File: src/rtl/wgm_pkg.sv
// Shared types and constants for the wildcard glob matcher.
`default_nettype none

package wgm_pkg;

    localparam logic [1:0] REQ_APPEND = 2'd0;
    localparam logic [1:0] REQ_PATH   = 2'd1;
    localparam logic [1:0] REQ_END    = 2'd2;
    localparam logic [1:0] REQ_CLEAR  = 2'd3;

    localparam logic [7:0] STAR_CH = 8'h2A;
    localparam logic [7:0] ANY_CH  = 8'h3F;

    typedef struct packed {
        logic [1:0] req_type;
        logic [7:0] ch;
    } t_in_item;

    typedef struct packed {
        logic matched;
        logic pattern_overflow;
    } t_out_item;

    typedef struct packed {
        logic clear;
        logic append;
        logic restart;
        logic step;
        logic close;
        logic capture;
    } t_dp_cmd;

endpackage

`default_nettype wire

File: src/rtl/wgm_datapath.sv
// Pattern store, active position set, star closure and verdict register.
`default_nettype none

module wgm_datapath #(
    parameter int MAX_PATTERN = 64
) (
    input  logic              i_clk,
    input  logic              i_rst_n,
    input  wgm_pkg::t_dp_cmd  i_cmd,
    input  logic [7:0]        i_ch,
    output wgm_pkg::t_out_item o_result
);
    import wgm_pkg::*;

    localparam int LW = $clog2(MAX_PATTERN + 1);
    localparam int AW = (MAX_PATTERN > 1) ? $clog2(MAX_PATTERN) : 1;
    localparam int LV = $clog2(MAX_PATTERN + 1);

    logic [7:0]         r_pat [MAX_PATTERN];
    logic [LW-1:0]      r_len;
    logic               r_ovf;
    logic [MAX_PATTERN:0] r_act;
    t_out_item          r_result;

    logic [MAX_PATTERN:0] prop;
    logic [MAX_PATTERN:0] stepped;
    logic [MAX_PATTERN:0] closed;
    logic [MAX_PATTERN:0] pr_w;
    logic               room;

    assign room = (r_len < LW'(MAX_PATTERN));

    always_comb begin
        logic live;
        logic is_star;
        prop    = '0;
        stepped = '0;
        for (int p = 0; p < MAX_PATTERN; p++) begin
            live    = (LW'(p) < r_len);
            is_star = (r_pat[p] == STAR_CH);
            prop[p+1] = live & is_star;
            if (r_act[p] && live) begin
                if (is_star) begin
                    stepped[p] = 1'b1;
                end else if ((r_pat[p] == ANY_CH) || (r_pat[p] == i_ch)) begin
                    stepped[p+1] = 1'b1;
                end
            end
        end
    end

    // Parallel prefix: a '*' at p passes activity from position p to p+1.
    always_comb begin
        closed = r_act;
        pr_w   = prop;
        for (int k = 0; k < LV; k++) begin
            closed = closed | (pr_w & (closed << (1 << k)));
            pr_w   = pr_w & (pr_w << (1 << k));
        end
    end

    always_ff @(posedge i_clk) begin
        if (i_cmd.append && room) begin
            r_pat[r_len[AW-1:0]] <= i_ch;
        end
        if (i_cmd.capture) begin
            r_result.matched          <= r_act[r_len];
            r_result.pattern_overflow <= r_ovf;
        end
    end

    always_ff @(posedge i_clk) begin
        if (!i_rst_n) begin
            r_len <= '0;
            r_ovf <= 1'b0;
            r_act <= (MAX_PATTERN + 1)'(1);
        end else begin
            if (i_cmd.clear) begin
                r_len <= '0;
                r_ovf <= 1'b0;
            end else if (i_cmd.append) begin
                if (room) begin
                    r_len <= r_len + LW'(1);
                end else begin
                    r_ovf <= 1'b1;
                end
            end
            if (i_cmd.restart) begin
                r_act <= (MAX_PATTERN + 1)'(1);
            end else if (i_cmd.step) begin
                r_act <= stepped;
            end else if (i_cmd.close) begin
                r_act <= closed;
            end
        end
    end

    assign o_result = r_result;

endmodule

`default_nettype wire

File: src/rtl/wgm_ctrl.sv
// Control state machine: input handshake, command sequencing and result valid.
`default_nettype none

module wgm_ctrl (
    input  logic             i_clk,
    input  logic             i_rst_n,
    input  logic             i_in_valid,
    input  logic [1:0]       i_req_type,
    input  logic             i_out_stall,
    output logic             o_in_stall,
    output logic             o_out_valid,
    output wgm_pkg::t_dp_cmd o_cmd
);
    import wgm_pkg::*;

    typedef enum logic [1:0] {
        S_IDLE  = 2'b01,
        S_CLOSE = 2'b10
    } t_state;

    t_state r_state, n_state;
    logic   r_out_valid, n_out_valid;
    logic   accept;

    assign o_in_stall = (r_state != S_IDLE) ||
                        (r_out_valid && i_out_stall && (i_req_type == REQ_END));
    assign accept     = i_in_valid && !o_in_stall;

    always_comb begin
        o_cmd   = '0;
        n_state = r_state;
        case (r_state)
            S_IDLE: begin
                if (accept) begin
                    n_state = S_CLOSE;
                    case (i_req_type)
                        REQ_APPEND: begin
                            o_cmd.append  = 1'b1;
                            o_cmd.restart = 1'b1;
                        end
                        REQ_PATH: begin
                            o_cmd.step = 1'b1;
                        end
                        REQ_END: begin
                            o_cmd.capture = 1'b1;
                            o_cmd.restart = 1'b1;
                        end
                        default: begin
                            o_cmd.clear   = 1'b1;
                            o_cmd.restart = 1'b1;
                        end
                    endcase
                end
            end
            S_CLOSE: begin
                o_cmd.close = 1'b1;
                n_state     = S_IDLE;
            end
            default: begin
                n_state = S_IDLE;
            end
        endcase
    end

    assign n_out_valid = (r_out_valid && i_out_stall) || o_cmd.capture;

    always_ff @(posedge i_clk) begin
        if (!i_rst_n) begin
            r_state     <= S_IDLE;
            r_out_valid <= 1'b0;
        end else begin
            r_state     <= n_state;
            r_out_valid <= n_out_valid;
        end
    end

    assign o_out_valid = r_out_valid;

endmodule

`default_nettype wire

File: src/rtl/wildcard_glob_matcher_unit.sv
// Top level of the wildcard glob matcher: controller plus datapath.
// For each transfer on the input, the item is applied in the cycle it is
// accepted, and the star closure of the active position set is computed in the next
// cycle by a parallel-prefix network over all MAX_PATTERN+1 positions. An end-of-path
// item returns its verdict from an output register, so the next item can be accepted
// while the verdict still waits to be taken; a second end-of-path item is held off until
// the first is gone. Pattern bytes beyond MAX_PATTERN are dropped and flagged in the
// verdict until the next clear. There is no clearing pass after reset.
`default_nettype none

module wildcard_glob_matcher_unit #(
    parameter int MAX_PATTERN = 64
) (
    input  logic               i_clk,
    input  logic               i_rst_n,
    input  logic               i_in_valid,
    output logic               o_in_stall,
    input  wgm_pkg::t_in_item  i_in_data,
    output logic               o_out_valid,
    input  logic               i_out_stall,
    output wgm_pkg::t_out_item o_out_data
);
    import wgm_pkg::*;

    t_dp_cmd cmd;

    wgm_ctrl u_ctrl (
        .i_clk       (i_clk),
        .i_rst_n     (i_rst_n),
        .i_in_valid  (i_in_valid),
        .i_req_type  (i_in_data.req_type),
        .i_out_stall (i_out_stall),
        .o_in_stall  (o_in_stall),
        .o_out_valid (o_out_valid),
        .o_cmd       (cmd)
    );

    wgm_datapath #(
        .MAX_PATTERN (MAX_PATTERN)
    ) u_datapath (
        .i_clk    (i_clk),
        .i_rst_n  (i_rst_n),
        .i_cmd    (cmd),
        .i_ch     (i_in_data.ch),
        .o_result (o_out_data)
    );

endmodule

`default_nettype wire

File: config.mk
export PLATFORM = sky130hd
export DESIGN_NAME = wildcard_glob_matcher_unit
export DESIGN_NICKNAME = d
export VERILOG_FILES = /design/src/rtl/wgm_pkg.sv /design/src/rtl/wgm_datapath.sv /design/src/rtl/wgm_ctrl.sv /design/src/rtl/wildcard_glob_matcher_unit.sv
export SDC_FILE = /design/constraint.sdc
export NUM_CORES = 1
export LEC_CHECK = 0
export ABC_AREA = 1
export BUFFER_PORTS_ARGS = -buffer_cell sky130_fd_sc_hd__clkbuf_2
export CAP_MARGIN = 10
export CORE_ASPECT_RATIO = 0.7
export CORE_MARGIN = 1
export CORE_UTILIZATION = 45
export CTS_CLUSTER_DIAMETER = 60
export DETAILED_ROUTE_END_ITERATION = 8
export PLACE_DENSITY = 0.6
export SLEW_MARGIN = 20
export SYNTH_ARGS = -nofsm -noshare
export SYNTH_HDL_FRONTEND = slang
export SYNTH_SLANG_ARGS = --single-unit
export TNS_END_PERCENT = 5
File: constraint.sdc
create_clock -name i_clk -period 3 [get_ports i_clk]
set_input_delay 0.15 -clock i_clk [delete_from_list [all_inputs] [get_ports i_clk]]
set_output_delay 0.15 -clock i_clk [all_outputs]
set_load 0.05 [all_outputs]
==> summary.txt <==
Status
  – Status: completed

Synth
  – Post-synth top flop: edfxtp_1
  – Mux cell area share after synthesis: 0
  – Syn_nets: 4589
  – Yosys cell types: 53
  – Syn Inst Count: 4574
  – Adder-cell share of the synthesized area: 0.0003508
  – Sequential area share after synthesis: 0.4754
  – Post-Synth XOR/XNOR Area: 0.05378
  – Yosys warnings: 0
  – Simple-Gate Fraction of Synth Area: 0.3253
  – Average size of a mapped cell: 7.798 sq um
  – Async set-reset flop share out of synthesis: 0
  – Syn Std Cell Area: 0.03567 sq mm
  – Post-synth EDFFs: 514
  – Synth Register Bits: 590
  – Post-synthesis compound-gate area fraction: 0.06886
  – Largest family of logic cells by synthesized area: simple AND/OR/NAND/NOR gates

Power and ir drop
  – Leakage Power: 17.07 nW
  – Pwr dens: 443.8 mW/mm^2
  – VDD IR max: 0.0004460 V

Place
  – Hpwl dp: 98600 um
  – DP Worst Slack: -0.1731 ns
  – Port Buffer Count: 17
  – Gpl congestion: 1.074

Cells and area
  – Multi-input gate area in the final layout: 0.01611 sq mm
  – Fillers: 7269
  – Final core area utilization: 0.5536
  – Fin nets: 5010
  – Area Overhead vs Synth: 20.51%
  – FF/Latch Area: 0.01696 sq mm
  – Share of cells above drive strength 1: 0.1579

CTS
  – H-Tree Depth: 3
  – Post-CTS setup buffer count: 0
  – Clock root buffer: clkbuf_16
  – CTS tree: yes
  – CTS Sinks: 590
  – CTS Buf Count: 67
  – Clk pin slew, worst setup/hold paths: 0.06 ns
  – CTS Buffer Depth: 3
  – Clock Latency Late Sink: 0.64 ns

Critical path
  – R2R cell count: 17
  – CP arrival: 3.53 ns
  – CP Cell Sequence: buf_4 -> inv_1 -> nand2_1 -> buf_12 -> nand2_1 -> nand2_1 -> nand2_1 -> buf_4 -> inv_1 -> nand3_1 -> nor2_1 -> nand2_1 -> a21oi_1 -> o21ai_0 -> nand2_1 -> nand2_1 -> a21oi_1
  – Top cell by count, worst path: nand2_1
  – Crit path max-delay family: simple AND/OR/NAND/NOR gates
  – Slowest cell delay on critical path: 0.41 ns
  – CP Launch Type: flop
  – Setup CP Type: flop to flop
  – Worst path slowest cell: dfxtp_2
  – Critical Path Stages: 17
  – Critical path buffer and inverter count: 5
  – Critical Path Sink Type: flop
  – Crit path max fanout: 9
  – WP data required: 3.56 ns

Floorplanning
  – Site Rows: 85
  – Die Y: 237.5 um
  – Die Area: 0.08041 sq mm
  – Die span in x: 338.5 um
  – Ports: 18
  – Initial Util: 0.4594
  – Core area: 0.07764 sq mm

Routing
  – TritonRoute pass-1 iters: 6
  – DRC errors left: 0
  – WL per Instance: 21.85 um
  – Vias per cell: 5.610
  – Vias after detailed routing: 34170
  – Final WL: 133100 um
  – Initial DRC count: 4374
  – Post-route ant nets: 0

Timing
  – Worst setup margin: 0.03146 ns
  – Clock Skew: 0.02377 ns
  – Final hold viol count: 0
  – RSZ-0062 raised after global routing: true
  – Slew @ Worst Pin: 0.8687 ns
  – Fin. max-slew vios: 0
  – Tmin final: 2.969 ns
  – Achievable Freq: 336.9 MHz
  – Worst slew margin: 0.4202
  – Setup violators final: 0
  – Fin Setup TNS: 0 ns
  – Fin crit share: 0.9895

Global routing
  – Total Routing Usage GR: 0.3272
  – Vias in the first global route: 31360
  – Largest net degree at the start of global routing: 65
  – Congestion Overflow GR: 0
  – First-pass GRT wire length: 198200 um
  – Initial antenna violation count: 4

Worst hold path
  – Min-Delay Path Class: primary input to flop
  – Hold path depth: 2

Job
  – MaxCap Viol Count: 0
registers in the layout, indices dropped and copies added (netlist names):
| signal | count |
|---|---|
| u_datapath.r_pat | 512 |
| u_datapath.r_act | 65 |
| u_datapath.r_len | 7 |
| u_ctrl.r_state | 2 |
| u_datapath.o_result | 2 |
| u_ctrl.o_out_valid | 1 |
| u_datapath.r_ovf | 1 |
worst paths after layout:
path	from	endpoint	slack (ns)
worst max register to register	u_datapath.r_len[0]$_SDFFE_PP0P_	u_datapath.r_act[36]$_SDFFE_PP0P_	0.03
worst max-delay path	u_datapath.r_len[0]$_SDFFE_PP0P_	u_datapath.r_act[36]$_SDFFE_PP0P_	0.03
worst min register to register	u_datapath.r_ovf$_SDFFE_PP0P_	u_datapath.o_result[0]$_DFFE_PP_	0.47
worst min-delay path	i_in_data[3]	u_datapath.r_pat[53][3]$_DFFE_PP_	0.06
synthesized netlist by cell type (2+ instances only):
master	instances	area share
a21oi_1	162	0.023
a21oi_2	4	0.00098
a22oi_1	5	0.0011
a31oi_1	17	0.0030
and3_1	5	0.00088
buf_1	25	0.0026
buf_2	11	0.0015
buf_4	5	0.0011
buf_6	3	0.00095
clkbuf_1	89	0.0094
clkinv_1	4	0.00042
dfxtp_1	76	0.043
edfxtp_1	514	0.43
inv_1	551	0.058
inv_2	21	0.0022
nand2_1	1247	0.13
nand2_2	7	0.0012
nand3_1	323	0.045
nand3b_1	10	0.0021
nand4_1	232	0.041
nor2_1	525	0.055
nor2_2	13	0.0023
nor2b_1	2	0.00035
nor3_1	93	0.013
nor3_2	5	0.0014
nor4_1	45	0.0079
o2111ai_1	7	0.0017
o211ai_1	30	0.0063
o21ai_0	90	0.013
o21ai_1	12	0.0017
o21ai_2	5	0.0012
o21bai_1	10	0.0021
o221ai_1	10	0.0025
o22ai_1	29	0.0051
o31ai_1	4	0.00084
o32ai_1	7	0.0017
o41ai_1	17	0.0042
or2_2	127	0.022
xnor2_1	207	0.051
xor2_1	12	0.0029
metrics by stage:
step | power, mW | std cells | area (sq um) | hold slack (ns)
2_1_floorplan | 9.796 | 4574 | 35670 | 0.2489
3_3_place_gp | 10.46 | 5958 | 40430 | 0.3999
3_5_place_dp | 10.47 | 5958 | 40430 | 0.3989
4_1_cts | 19.14 | 6091 | 42870 | 0.02276
5_1_grt | 19.54 | 6091 | 42980 | 0.04661
6_report | 19.08 | 6092 | 42980 | 0.05934
where the power goes:
part | total [mW] | switching [mW] | internal [mW]
clock network | 8.73 | 3.54 | 5.19
logic | 1.37 | 0.930 | 0.443
registers | 8.97 | 0.0321 | 8.94
what timing repair did:
action                     in CTS  in global routing
gates cloned                    0                  0
resized for setup               3                 35
hold endpoints to repair       36                  0
setup endpoints to repair       4                 32
hold buffers                   12                  0
metal layers:
metal  track usage  wire length, um  vias up
met5             0                0        -
met4       0.07212             2731        0
met3       0.06078            14310      188
met2        0.4528            52240     1683
met1        0.5201            63830    16180
li1              -                -    16120
placed cells by master, fill, tap and decap left out, types with 6 or more instances in the layout:
master / count
a21oi_1: 160
a31oi_1: 17
buf_12: 37
buf_4: 424
bufinv_16: 10
clkbuf_1: 8
clkbuf_16: 70
clkbuf_2: 9
clkinv_1: 14
clkinv_2: 12
dfxtp_1: 72
dlygate4sd3_1: 12
edfxtp_1: 514
inv_1: 546
inv_2: 25
nand2_1: 1246
nand2_2: 6
nand3_1: 321
nand3b_1: 10
nand4_1: 232
nor2_1: 508
nor2_2: 28
nor3_1: 89
nor3_2: 9
nor4_1: 45
o2111ai_1: 7
o211ai_1: 30
o21ai_0: 89
o21ai_1: 12
o21bai_1: 10
o221ai_1: 10
o22ai_1: 29
o32ai_1: 7
o41ai_1: 17
or2_2: 127
xnor2_1: 207
xor2_1: 12
layout make-up:
cell class / count / area share
flip-flops and latches: 590 / 0.3946
inverters: 577 / 0.05053
diodes: 1 / 0.00005822
repair buffers: 485 / 0.09592
well taps: 1044 / 0.03039
clock buffers: 80 / 0.04209
multi-input cells: 3274 / 0.3748
clock inverters: 41 / 0.01159
kinds of logic after synthesis:
kind of cell | count (synthesis)
adder cells (fa/ha/maj) | 1
XOR/XNOR | 219
flip-flops | 590
AO/OA/AOI/OAI | 414
buffers and inverters | 710
AND/OR/NAND/NOR | 2640
Power figures use the tool's default switching activity.
